===== src/design/e2c_pkg.sv =====
// Shared types, constants and lookup functions for the epoch-to-calendar core.
`default_nettype none
package e2c_pkg;

	// Start of the year walk and the year's residues mod 4, 100 and 400
	localparam logic [11:0] FIRST_YEAR  = 12'd1970;
	localparam logic [1:0]  MOD4_INIT   = 2'd2;
	localparam logic [6:0]  MOD100_INIT = 7'd70;
	localparam logic [8:0]  MOD400_INIT = 9'd370;
	localparam logic [6:0]  MOD100_LAST = 7'd99;
	localparam logic [8:0]  MOD400_LAST = 9'd399;

	localparam logic [8:0]  YEAR_DAYS      = 9'd365;
	localparam logic [8:0]  LEAP_YEAR_DAYS = 9'd366;
	localparam logic [3:0]  MONTH_JAN      = 4'd0;
	localparam logic [3:0]  MONTH_FEB      = 4'd1;
	localparam logic [3:0]  MONTH_DEC      = 4'd11;

	// Division step codes, in the order the controller runs them
	localparam logic [1:0] DIV_SEC  = 2'd0;
	localparam logic [1:0] DIV_MIN  = 2'd1;
	localparam logic [1:0] DIV_HOUR = 2'd2;
	localparam logic [1:0] DIV_WEEK = 2'd3;

	// Commands from the controller to the datapath
	typedef struct packed {
		logic       load;
		logic       mul;
		logic       fix;
		logic [1:0] div_sel;
		logic       year_step;
		logic       month_step;
		logic       out_load;
	} e2c_cmd_t;

	// Status from the datapath to the controller
	typedef struct packed {
		logic year_last;
		logic month_last;
	} e2c_status_t;

	// One result
	typedef struct packed {
		logic [5:0]  second_of_minute;
		logic [5:0]  minute_of_hour;
		logic [4:0]  hour_of_day;
		logic [2:0]  weekday;
		logic [11:0] full_year;
		logic [3:0]  month_number;
		logic [4:0]  day_of_month;
	} e2c_res_t;

	// Divisor of each division step
	function automatic logic [5:0] div_divisor(input logic [1:0] sel);
		logic [5:0] d;
		unique case (sel)
			DIV_SEC:  d = 6'd60;
			DIV_MIN:  d = 6'd60;
			DIV_HOUR: d = 6'd24;
			default:  d = 6'd7;
		endcase
		return d;
	endfunction

	// floor(2^32 / divisor): the estimate is the quotient or one below it
	function automatic logic [31:0] div_recip(input logic [1:0] sel);
		logic [31:0] m;
		unique case (sel)
			DIV_SEC:  m = 32'd71582788;
			DIV_MIN:  m = 32'd71582788;
			DIV_HOUR: m = 32'd178956970;
			default:  m = 32'd613566756;
		endcase
		return m;
	endfunction

	// Day 0 was a Thursday
	function automatic logic [2:0] weekday_of_offset(input logic [2:0] r);
		logic [2:0] w;
		unique case (r)
			3'd0:    w = 3'd4;
			3'd1:    w = 3'd5;
			3'd2:    w = 3'd6;
			3'd3:    w = 3'd0;
			3'd4:    w = 3'd1;
			3'd5:    w = 3'd2;
			3'd6:    w = 3'd3;
			default: w = 3'd0;
		endcase
		return w;
	endfunction

	// Days in month m (0 January), February by the leap flag
	function automatic logic [4:0] month_length(input logic [3:0] m, input logic leap);
		logic [4:0] n;
		unique case (m)
			MONTH_FEB: n = leap ? 5'd29 : 5'd28;
			4'd3:      n = 5'd30;
			4'd5:      n = 5'd30;
			4'd8:      n = 5'd30;
			4'd10:     n = 5'd30;
			default:   n = 5'd31;
		endcase
		return n;
	endfunction

endpackage
`default_nettype wire


===== src/design/e2c_in_if.sv =====
// Request channel: valid/ready handshake carrying the epoch seconds.
`default_nettype none
interface e2c_in_if;
	logic        valid;
	logic        ready;
	logic [31:0] epoch_seconds;

	modport source (output valid, output epoch_seconds, input ready);
	modport sink   (input valid, input epoch_seconds, output ready);
endinterface
`default_nettype wire


===== src/design/e2c_out_if.sv =====
// Result channel: valid/ready handshake carrying the calendar fields.
`default_nettype none
interface e2c_out_if;
	logic        valid;
	logic        ready;
	logic [5:0]  second_of_minute;
	logic [5:0]  minute_of_hour;
	logic [4:0]  hour_of_day;
	logic [2:0]  weekday;
	logic [11:0] full_year;
	logic [3:0]  month_number;
	logic [4:0]  day_of_month;

	modport source (output valid, output second_of_minute, output minute_of_hour,
		output hour_of_day, output weekday, output full_year, output month_number,
		output day_of_month, input ready);
	modport sink (input valid, input second_of_minute, input minute_of_hour,
		input hour_of_day, input weekday, input full_year, input month_number,
		input day_of_month, output ready);
endinterface
`default_nettype wire


===== src/design/epoch_seconds_to_calendar_core.sv =====
// Top level: epoch seconds to Gregorian date and time of day.
//
//   channel    | dir | payload                                     | handshake
//   timestamp  | in  | epoch_seconds[31:0]                         | valid/ready
//   calendar   | out | sec, min, hour, weekday, year, month, day   | valid/ready
//
// After accept, a request runs the four divisions, then walks Y whole years past
// 1970 (0..136) and M months (0..11) before the result is valid; the year-by-year
// walk is the longest part of a request.
// A new request is taken once the previous one is in the result register,
// even while that result still waits for calendar.ready.
// Reset (arst_n low) clears the controller and drops any pending result.
`default_nettype none
module epoch_seconds_to_calendar_core (
	input wire         clk,
	input wire         arst_n,
	e2c_in_if.sink     timestamp,
	e2c_out_if.source  calendar
);
	import e2c_pkg::*;

	e2c_cmd_t    cmd;
	e2c_status_t status;
	e2c_res_t    res;

	e2c_controller u_ctrl (
		.clk       (clk),
		.arst_n    (arst_n),
		.in_valid  (timestamp.valid),
		.in_ready  (timestamp.ready),
		.out_valid (calendar.valid),
		.out_ready (calendar.ready),
		.status    (status),
		.cmd       (cmd)
	);

	e2c_datapath u_dp (
		.clk           (clk),
		.epoch_seconds (timestamp.epoch_seconds),
		.cmd           (cmd),
		.status        (status),
		.res           (res)
	);

	// Drive result fields
	assign calendar.second_of_minute = res.second_of_minute;
	assign calendar.minute_of_hour   = res.minute_of_hour;
	assign calendar.hour_of_day      = res.hour_of_day;
	assign calendar.weekday          = res.weekday;
	assign calendar.full_year        = res.full_year;
	assign calendar.month_number     = res.month_number;
	assign calendar.day_of_month     = res.day_of_month;

endmodule
`default_nettype wire


===== src/design/e2c_datapath.sv =====
// Datapath: reciprocal divider, year and month walk, result register.
`default_nettype none
module e2c_datapath (
	input  wire                  clk,
	input  wire  [31:0]          epoch_seconds,
	input  e2c_pkg::e2c_cmd_t    cmd,
	output e2c_pkg::e2c_status_t status,
	output e2c_pkg::e2c_res_t    res
);
	import e2c_pkg::*;

	logic [31:0] x_q;
	logic [31:0] prod_q;
	logic [5:0]  sec_q;
	logic [5:0]  min_q;
	logic [4:0]  hour_q;
	logic [2:0]  wday_q;
	logic [15:0] days_q;
	logic [11:0] year_q;
	logic [1:0]  mod4_q;
	logic [6:0]  mod100_q;
	logic [8:0]  mod400_q;
	logic [3:0]  month_q;
	e2c_res_t    res_q;

	logic [5:0]  divisor;
	logic [31:0] recip;
	logic [63:0] product;
	logic [31:0] q_times_d;
	logic [31:0] r_est;
	logic        adjust;
	logic [31:0] q_fix;
	logic [31:0] r_fix;
	logic        leap;
	logic [8:0]  ylen;
	logic [4:0]  mlen;

	// Estimate quotient by reciprocal, then fix it with one compare
	assign divisor   = div_divisor(cmd.div_sel);
	assign recip     = div_recip(cmd.div_sel);
	assign product   = {32'd0, x_q} * {32'd0, recip};
	assign q_times_d = prod_q * {26'd0, divisor};
	assign r_est     = x_q - q_times_d;
	assign adjust    = (r_est >= {26'd0, divisor});
	assign q_fix     = adjust ? prod_q + 32'd1 : prod_q;
	assign r_fix     = adjust ? r_est - {26'd0, divisor} : r_est;

	// Gregorian leap rule from the tracked residues
	assign leap = ((mod4_q == 2'd0) && (mod100_q != 7'd0)) || (mod400_q == 9'd0);
	assign ylen = leap ? LEAP_YEAR_DAYS : YEAR_DAYS;
	assign mlen = month_length(month_q, leap);

	assign status.year_last  = (days_q < {7'd0, ylen});
	assign status.month_last = (days_q < {11'd0, mlen}) || (month_q == MONTH_DEC);

	// Working registers
	always_ff @(posedge clk) begin
		if (cmd.load) begin
			x_q      <= epoch_seconds;
			year_q   <= FIRST_YEAR;
			mod4_q   <= MOD4_INIT;
			mod100_q <= MOD100_INIT;
			mod400_q <= MOD400_INIT;
			month_q  <= MONTH_JAN;
		end
		if (cmd.mul) begin
			prod_q <= product[63:32];
		end
		if (cmd.fix) begin
			unique case (cmd.div_sel)
				DIV_SEC: begin
					sec_q <= r_fix[5:0];
					x_q   <= q_fix;
				end
				DIV_MIN: begin
					min_q <= r_fix[5:0];
					x_q   <= q_fix;
				end
				DIV_HOUR: begin
					hour_q <= r_fix[4:0];
					x_q    <= q_fix;
					days_q <= q_fix[15:0];
				end
				default: begin
					wday_q <= weekday_of_offset(r_fix[2:0]);
				end
			endcase
		end
		// Advance one whole year
		if (cmd.year_step) begin
			days_q   <= days_q - {7'd0, ylen};
			year_q   <= year_q + 12'd1;
			mod4_q   <= mod4_q + 2'd1;
			mod100_q <= (mod100_q == MOD100_LAST) ? 7'd0 : mod100_q + 7'd1;
			mod400_q <= (mod400_q == MOD400_LAST) ? 9'd0 : mod400_q + 9'd1;
		end
		// Advance one whole month
		if (cmd.month_step) begin
			days_q  <= days_q - {11'd0, mlen};
			month_q <= month_q + 4'd1;
		end
		// Capture the finished result
		if (cmd.out_load) begin
			res_q.second_of_minute <= sec_q;
			res_q.minute_of_hour   <= min_q;
			res_q.hour_of_day      <= hour_q;
			res_q.weekday          <= wday_q;
			res_q.full_year        <= year_q;
			res_q.month_number     <= month_q + 4'd1;
			res_q.day_of_month     <= days_q[4:0] + 5'd1;
		end
	end

	assign res = res_q;

endmodule
`default_nettype wire


===== src/design/e2c_controller.sv =====
// Controller: sequences divisions, year walk, month walk and result handoff.
`default_nettype none
module e2c_controller (
	input  wire                  clk,
	input  wire                  arst_n,
	input  wire                  in_valid,
	output logic                 in_ready,
	output logic                 out_valid,
	input  wire                  out_ready,
	input  e2c_pkg::e2c_status_t status,
	output e2c_pkg::e2c_cmd_t    cmd
);
	import e2c_pkg::*;

	localparam logic [2:0] S_IDLE  = 3'd0;
	localparam logic [2:0] S_MUL   = 3'd1;
	localparam logic [2:0] S_FIX   = 3'd2;
	localparam logic [2:0] S_YEAR  = 3'd3;
	localparam logic [2:0] S_MONTH = 3'd4;
	localparam logic [2:0] S_DONE  = 3'd5;

	logic [2:0] state_q;
	logic [1:0] div_q;
	logic       out_valid_q;

	assign in_ready  = (state_q == S_IDLE);
	assign out_valid = out_valid_q;

	// Decode commands from the state
	always_comb begin
		cmd         = '0;
		cmd.div_sel = div_q;
		unique case (state_q)
			S_IDLE:  cmd.load       = in_valid;
			S_MUL:   cmd.mul        = 1'b1;
			S_FIX:   cmd.fix        = 1'b1;
			S_YEAR:  cmd.year_step  = !status.year_last;
			S_MONTH: cmd.month_step = !status.month_last;
			S_DONE:  cmd.out_load   = !out_valid_q || out_ready;
			default: cmd            = '0;
		endcase
	end

	// Advance the state
	always_ff @(posedge clk or negedge arst_n) begin
		if (!arst_n) begin
			state_q     <= S_IDLE;
			div_q       <= DIV_SEC;
			out_valid_q <= 1'b0;
		end else begin
			unique case (state_q)
				S_IDLE: begin
					if (in_valid) begin
						state_q <= S_MUL;
						div_q   <= DIV_SEC;
					end
				end
				S_MUL: state_q <= S_FIX;
				S_FIX: begin
					if (div_q == DIV_WEEK) begin
						state_q <= S_YEAR;
					end else begin
						div_q   <= div_q + 2'd1;
						state_q <= S_MUL;
					end
				end
				S_YEAR: begin
					if (status.year_last) state_q <= S_MONTH;
				end
				S_MONTH: begin
					if (status.month_last) state_q <= S_DONE;
				end
				S_DONE: begin
					if (cmd.out_load) state_q <= S_IDLE;
				end
				default: state_q <= S_IDLE;
			endcase
			// Hold the result until taken
			if (cmd.out_load) begin
				out_valid_q <= 1'b1;
			end else if (out_ready) begin
				out_valid_q <= 1'b0;
			end
		end
	end

endmodule
`default_nettype wire


===== src/flat_wrapper.sv =====
// flat-port wrapper written by rule: the top's interface ports become plain ports
module epoch_seconds_to_calendar_core_flat import e2c_pkg::*;
  (clk, arst_n, timestamp_valid, timestamp_epoch_seconds, timestamp_ready, calendar_valid, calendar_second_of_minute, calendar_minute_of_hour, calendar_hour_of_day, calendar_weekday, calendar_full_year, calendar_month_number, calendar_day_of_month, calendar_ready);
  e2c_in_if timestamp_i ();
  e2c_out_if calendar_i ();
  input wire clk;
  input wire arst_n;
  input wire logic [$bits(timestamp_i.valid)-1:0] timestamp_valid;
  input wire logic [$bits(timestamp_i.epoch_seconds)-1:0] timestamp_epoch_seconds;
  output wire logic [$bits(timestamp_i.ready)-1:0] timestamp_ready;
  output wire logic [$bits(calendar_i.valid)-1:0] calendar_valid;
  output wire logic [$bits(calendar_i.second_of_minute)-1:0] calendar_second_of_minute;
  output wire logic [$bits(calendar_i.minute_of_hour)-1:0] calendar_minute_of_hour;
  output wire logic [$bits(calendar_i.hour_of_day)-1:0] calendar_hour_of_day;
  output wire logic [$bits(calendar_i.weekday)-1:0] calendar_weekday;
  output wire logic [$bits(calendar_i.full_year)-1:0] calendar_full_year;
  output wire logic [$bits(calendar_i.month_number)-1:0] calendar_month_number;
  output wire logic [$bits(calendar_i.day_of_month)-1:0] calendar_day_of_month;
  input wire logic [$bits(calendar_i.ready)-1:0] calendar_ready;
  assign timestamp_i.valid = timestamp_valid;
  assign timestamp_i.epoch_seconds = timestamp_epoch_seconds;
  assign timestamp_ready = timestamp_i.ready;
  assign calendar_valid = calendar_i.valid;
  assign calendar_second_of_minute = calendar_i.second_of_minute;
  assign calendar_minute_of_hour = calendar_i.minute_of_hour;
  assign calendar_hour_of_day = calendar_i.hour_of_day;
  assign calendar_weekday = calendar_i.weekday;
  assign calendar_full_year = calendar_i.full_year;
  assign calendar_month_number = calendar_i.month_number;
  assign calendar_day_of_month = calendar_i.day_of_month;
  assign calendar_i.ready = calendar_ready;
  epoch_seconds_to_calendar_core u_core (.clk(clk), .arst_n(arst_n), .timestamp(timestamp_i), .calendar(calendar_i));
endmodule

===== config.mk =====
export PLATFORM = sky130hd
export DESIGN_NAME = epoch_seconds_to_calendar_core_flat
export DESIGN_NICKNAME = d
export VERILOG_FILES = /design/src/design/e2c_pkg.sv /design/src/design/e2c_in_if.sv /design/src/design/e2c_out_if.sv /design/src/design/epoch_seconds_to_calendar_core.sv /design/src/design/e2c_datapath.sv /design/src/design/e2c_controller.sv /design/src/flat_wrapper.sv
export SDC_FILE = /design/constraint.sdc
export NUM_CORES = 2
export LEC_CHECK = 0
export BUFFER_PORTS_ARGS = -buffer_cell sky130_fd_sc_hd__buf_2
export CORE_UTILIZATION = 38
export CTS_CLUSTER_SIZE = 28
export DETAILED_ROUTE_END_ITERATION = 10
export GPL_ROUTABILITY_DRIVEN = 0
export SLEW_MARGIN = 5
export SYNTH_ARGS = -nofsm -noshare
export SYNTH_HDL_FRONTEND = slang
export SYNTH_SLANG_ARGS = --single-unit

===== constraint.sdc =====
create_clock -name clk -period 7.8 [get_ports clk]
set_clock_uncertainty 0.2 [all_clocks]
set_input_delay 1.95 -clock clk [delete_from_list [all_inputs] [get_ports clk]]
set_output_delay 1.95 -clock clk [all_outputs]
set_load 0.03 [all_outputs]

-- After elaboration in Yosys (flattened, before gate mapping)
Cells that the tools add are included.
- output and inout bits: 43
- word-level logic and storage cells: 141
- bits in registers: 181
- bitwise operators: 1
- add/subtract/negate cells: 12
- reductions and logical operators: 30
- mux-type cells: 45
- $mul: 2
- equality and inequality tests: 26
- magnitude comparators: 3
- operators by type and width (cell ; number):
    $mux 32 ; 4
    $mux 16 ; 4
    $mul 32x30->62 ; 1
    $pmux 30 s2 ; 1
    $pmux 3 s6 ; 2
    $add 32x1->32 const B ; 1
    $ge 32x6->1 ; 1
    $mul 32x6->32 ; 1
    $sub 32x32->32 ; 1
    $mux 9 ; 3
    $mux 12 ; 2
    $mux 7 ; 3
    $lt 16x5->1 ; 1
    $lt 16x9->1 ; 1
    $sub 16x5->16 ; 1
    $sub 16x9->16 ; 1
    $eq 3x3->1 const B ; 5
    $mux 2 ; 7
    $add 12x1->12 const B ; 1
    $eq 4x4->1 const B ; 3
    $mux 3 ; 4
    $pmux 6 s2 ; 1
    $reduce_and 2->1 ; 5
    $add 9x1->9 const B ; 1
    36 further kinds ; 64

-- Logic depth before layout (Yosys ltp)
- depth in word-level cells: 14
- mapped depth: 36

-- By module
A second synthesis with hierarchy kept.
- cell total of the unflattened synthesis: 3672
- area, all modules: 36551.3 um2
- by module, submodules not included (module ; instances ; cells an instance ; sequential area each (um2) ; area each (um2)):
    e2c_datapath ; 1 ; 3631 ; 4934.7 ; 36135.9
    e2c_controller ; 1 ; 41 ; 150.1 ; 415.4

-- Worst setup path after synthesis
Ideal clock, no wire load.
- path type: reg-to-reg
- start: register u_core.u_ctrl.div_q[1]
- end: register u_core.u_dp.prod_q[18], data pin
- buffers on the path: 3
- clock period less this slack: 8.643 ns
- stages on the path, launching flop included: 31
- required time: 7.342 ns
- data arrival time: 8.185 ns
- library setup time: 0.258 ns
- setup slack: -0.843 ns
- path through: dfrtp_1 -> a21bo_2 -> inv_1 -> clkbuf_1 -> clkbuf_1 -> buf_1 -> nor2_1 -> fa_1 -> inv_1 -> fa_1 -> inv_1 -> fa_1 -> inv_1 -> fa_1 -> fa_1 -> inv_1 -> fa_1 -> fa_1 -> fa_1 -> ha_1 -> a21o_1 -> a21o_1 -> a221o_1 -> a221o_1 -> a41oi_1 -> o211ai_1 -> a21oi_1 -> o21ai_0 -> a41o_1 -> nor2_1 -> xnor2_1
- longest elaborated chain between the ends: 5
- ends and longest elaborated chain (what ; line ; text):
    start, declared ; e2c_controller.sv:23 ; logic [1:0] div_q;
    start signal, assigned ; e2c_controller.sv:63 ; div_q <= div_q + 2'd1;
    $mux 2 (*) ; e2c_controller.sv:33 ; unique case (state_q)
    $eq 2x1->1 / $logic_not 2->1 (equally long branches) ; e2c_pkg.sv:68 ; unique case (sel)
    $reduce_or 2->1 (no line) ; - ;
    $pmux 30 s2 (*) ; e2c_pkg.sv:68 ;
    $mul 32x30->62 (*) ; e2c_datapath.sv:41 ; assign product = {32'd0, x_q} * {32'd0, recip};
    named net u_core.u_dp.product[50] ; e2c_datapath.sv:28 ; logic [63:0] product;
    end signal, assigned ; e2c_datapath.sv:67 ; prod_q <= product[63:32];
    end, declared ; e2c_datapath.sv:13 ; logic [31:0] prod_q;
Mark *: on every way through the listed nets, which the timed path passes. The rest lies on a longest branch.
A chain may end at the register's enable or synchronous reset.

-- Final worst setup path
- start: register u_core.u_ctrl.state_q[1]
- end: register u_core.u_dp.prod_q[24], data pin
- longest elaborated chain between the ends: 7
- ends and longest elaborated chain (what ; line ; text):
    start, declared ; e2c_controller.sv:22 ; logic [2:0] state_q;
    start signal, assigned ; e2c_controller.sv:47 ; state_q <= S_IDLE;
    start signal, assigned ; e2c_controller.sv:54 ; state_q <= S_MUL;
    start signal, assigned ; e2c_controller.sv:58 ; S_MUL: state_q <= S_FIX;
    $eq 3x3->1 (tied with other cells) ; e2c_controller.sv:33 ;
    $reduce_or 6->1 (no line) (*) ; - ;
    $mux 2 (*) ; e2c_controller.sv:33 ;
    $eq 2x1->1 / $logic_not 2->1 (equally long branches) ; e2c_pkg.sv:68 ;
    $reduce_or 2->1 (no line) ; - ;
    $pmux 30 s2 (*) ; e2c_pkg.sv:68 ;
    $mul 32x30->62 (*) ; e2c_datapath.sv:41 ;
    named net u_core.u_dp.product[56] ; e2c_datapath.sv:28 ;
Marks and branches as above.

==> impl_metrics.tcl <==
set metrics [dict create \
    synth_edf_count 141 \
    synth_top_cell_by_area "fa_1" \
    ant_nets 0 \
    grt_setup_unrepaired "true" \
    crit_type "flop to flop" \
    grt_max_degree 64 \
    ys_top_cells_by_count "1047 x inv_1, 719 x fa_1, 387 x ha_1" \
    worstReg2RegStart "u_core.u_ctrl.state_q[1]$_DFFE_PN0P_" \
    root_buffer "clkbuf_16" \
    yosys_warnings 0 \
    area_growth_pct 21.7 \
    grt_pass1_vias 28116 \
    yosysTopAreaCellShare_pct 40.1 \
    synthSimpleGateAreaFrac_pct 9.52 \
    ios 79 \
    ys_async_sr_fraction_pct 3.35 \
    vias_per_cell 4.89 \
    slew_headroom_pct 21.7 \
    clkTransAtPathRegs_ns 0.09 \
    cts_buffers 17 \
    violations "negative setup slack" \
    rows 112 \
    drt_iter0_markers 2093 \
    crit_slowest_cell "fa_1" \
    r2r_slack_ns -0.61 \
    drt_wl_total_microns 105000 \
    fin_crit_ns 8.41 \
    dieArea_sq_mm 0.0957 \
    clock_sinks 179 \
    via_count 27399 \
    dpl.hpwl_microns 94400 \
    drc_errors 0 \
    min_to "u_core.u_dp.res[29]$_DFFE_PP_" \
    slew_viol_final 0 \
    start_util_pct 38.4 \
    chipWidth_microns 309 \
    synth-xor-area-share_pct 2.56 \
    synth_adder_area_share_pct 53.6 \
    final-hold-violation-count 0 \
    grt_pass1_wl_microns 163000 \
    worst_path_most_repeated_cell "fa_1" \
    reg2regPathDepth 29 \
    syn-instance-count 3668 \
    fin_ws_ns -0.608 \
    synth_nets 4810 \
    clock_path_buffers 2 \
    tightest_slew_ns 1.17 \
    min_from "u_core.u_dp.min_q[0]$_DFFE_PP_" \
    cpPeakStageDelay_ns 0.57 \
    core_sq_mm 0.0935 \
    startpoint_type "flop" \
    crit_required_ns 7.81 \
    synth_top_family_by_area "adder cells" \
    antenna_found_initial 3 \
    grt-ovfl-total 0 \
    cts_tree "built" \
    n_fill_cell 8849 \
    place_area_sq_mm 0.0426 \
    insertion_delay_ns 0.46 \
    end_kind "flop" \
    netlist_top_cells_area "fa_1 40%, ha_1 13%, edfxtp_1 12%, inv_1 11%, nor2_1 1.8%" \
    yosysSeqAreaShare_pct 14.0 \
    synth_compound_area_share_pct 7.89 \
    pre_cts_ws_ns -0.887 \
    synthMuxAreaShare_pct 0.355 \
    htreeDepth 4 \
    track_usage_pct 22.7 \
    die_h_microns 309 \
    firstDrtPassIters 6 \
    drive_gt1_share_pct 20.5 \
    yosysMostFrequentCell "inv_1" \
    synthFlopType "edfxtp_1" \
    maxCapViolCount 0 \
    cts_hold_buf 0 \
    syn_area_sq_mm 0.0359 \
    status "finished, violations left" \
    fin_area_sq_mm 0.0437 \
    setup_viol 73 \
    whs_path_depth 0 \
    r2r-end "u_core.u_dp.prod_q[24]$_DFFE_PP_" \
    nNetsFinal 5474 \
    crit_path_max_fanout 16 \
    ys_ff_latch 179 \
    post_synth.cell_area_avg_sq_um 9.79 \
    synth_cell_types 81 \
    max_freq_ghz 0.119 \
    hp-class "flop to flop" \
    wire_per_inst_microns 18.8 \
    numPortBuffers 78 \
    final.period_utilization_pct 108 \
    worstPathArrival_ns 8.42 \
]
[routing by layer]
| layer | GRT usage [%] | share of wire [%] | vias to the layer above | wire length [microns] |
|---|---|---|---|---|
| li1 | - | - | 12731 | - |
| met1 | 31.8 | 44 | 13804 | 46700 |
| met2 | 36.9 | 47 | 744 | 49300 |
| met3 | 3.01 | 5.8 | 120 | 6050 |
| met4 | 5.79 | 2.9 | 0 | 3030 |
| met5 | 0 | 0 | - | 0 |
[registers in the layout, indices dropped and copies added (netlist names)]
register                 flops
u_core.u_dp.days_q          16
u_core.u_dp.res             41
u_core.u_dp.month_q          4
u_core.u_dp.mod400_q         9
u_core.u_dp.mod4_q           2
u_core.u_dp.min_q            6
u_core.u_ctrl.out_valid      1
u_core.u_dp.sec_q            6
u_core.u_dp.mod100_q         7
u_core.u_ctrl.div_q          2
u_core.u_dp.prod_q          30
u_core.u_ctrl.state_q        3
u_core.u_dp.x_q             32
u_core.u_dp.hour_q           5
u_core.u_dp.year_q          12
u_core.u_dp.wday_q           3
[cells in the final DEF, fill, tap and decap left out, drive strengths merged, types with 48 or more instances in the layout]
cell type  count
inv         1053
ha           387
nand3         49
xnor2         48
nor2         173
nand2        169
and2          78
a21oi        128
and3          65
xor2          57
fa           719
buf          739
edfxtp       141
o21ai         90
[area by class of cell]
class / count / area (sq um) / share of cell area, %
clock buffers: 18 / 429 / 0.983
diodes: 1 / 2.50 / 0.00573
clock inverters: 14 / 179 / 0.410
well taps: 1254 / 1570 / 3.59
multi-input cells: 2347 / 27000 / 61.8
inverters: 1047 / 3940 / 9.03
repair inverters: 1 / 8.76 / 0.0201
flip-flops and latches: 179 / 5030 / 11.5
repair buffers: 739 / 5520 / 12.6
[worst max-delay path: cells and delay by family, from the launching register on]
kind                       cells  cell delay, ns
AOI/OAI and AO/OA              5            1.08
xor gates and xnor gates       1            0.13
adders and majority gates      9            4.36
buffers and inverters          8            1.06
DFF                            1            0.40
and+or+nand+nor                6            0.91
[worst max-delay path by stage]
stage / from / slack (ns) / endpoint / cells past startpoint
floorplan: u_core.u_ctrl.div_q[1]$_DFFE_PN0P_ / -0.12 / u_core.u_dp.prod_q[18]$_DFFE_PP_ / 30
global placement: u_core.u_ctrl.state_q[1]$_DFFE_PN0P_ / -0.72 / u_core.u_dp.prod_q[24]$_DFFE_PP_ / 29
detailed placement: u_core.u_ctrl.state_q[1]$_DFFE_PN0P_ / -0.89 / u_core.u_dp.prod_q[24]$_DFFE_PP_ / 32
CTS: u_core.u_ctrl.div_q[1]$_DFFE_PN0P_ / -0.51 / u_core.u_dp.prod_q[22]$_DFFE_PP_ / 32
global route: u_core.u_ctrl.div_q[1]$_DFFE_PN0P_ / -0.82 / u_core.u_dp.prod_q[24]$_DFFE_PP_ / 31
finish: u_core.u_ctrl.state_q[1]$_DFFE_PN0P_ / -0.61 / u_core.u_dp.prod_q[24]$_DFFE_PP_ / 29
[through the flow]
stage	std cells	TNS (ns)	hold slack [ns]	utilization, %
after global routing	5600	-46.51	0.209	46.7
after CTS	5593	-9.82	0.207	46.5
after detailed placement	5550	-15.49	0.205	45.6
final	5600	-17.88	0.210	46.7
after floorplan	3668	-0.270	0.200	-
after global placement	5550	-12.28	0.201	45.6
[kinds of logic after synthesis]
group                    count (synthesis)
AO/OA/AOI/OAI                          434
flip-flops                             179
buffers and inverters                 1142
multiplexers                            12
XOR/XNOR                               105
adder cells (fa/ha/maj)               1108
AND/OR/NAND/NOR                        688
[what timing repair did]
action,4_1_cts,5_1_grt
gates resized for setup,43,34
setup buffers,11,5
gates cloned,0,1
pin swaps,23,24
setup endpoints to repair,60,96
Power is not shown: default switching activity piles up to over one toggle a cycle in this logic, so the estimate is an artifact.
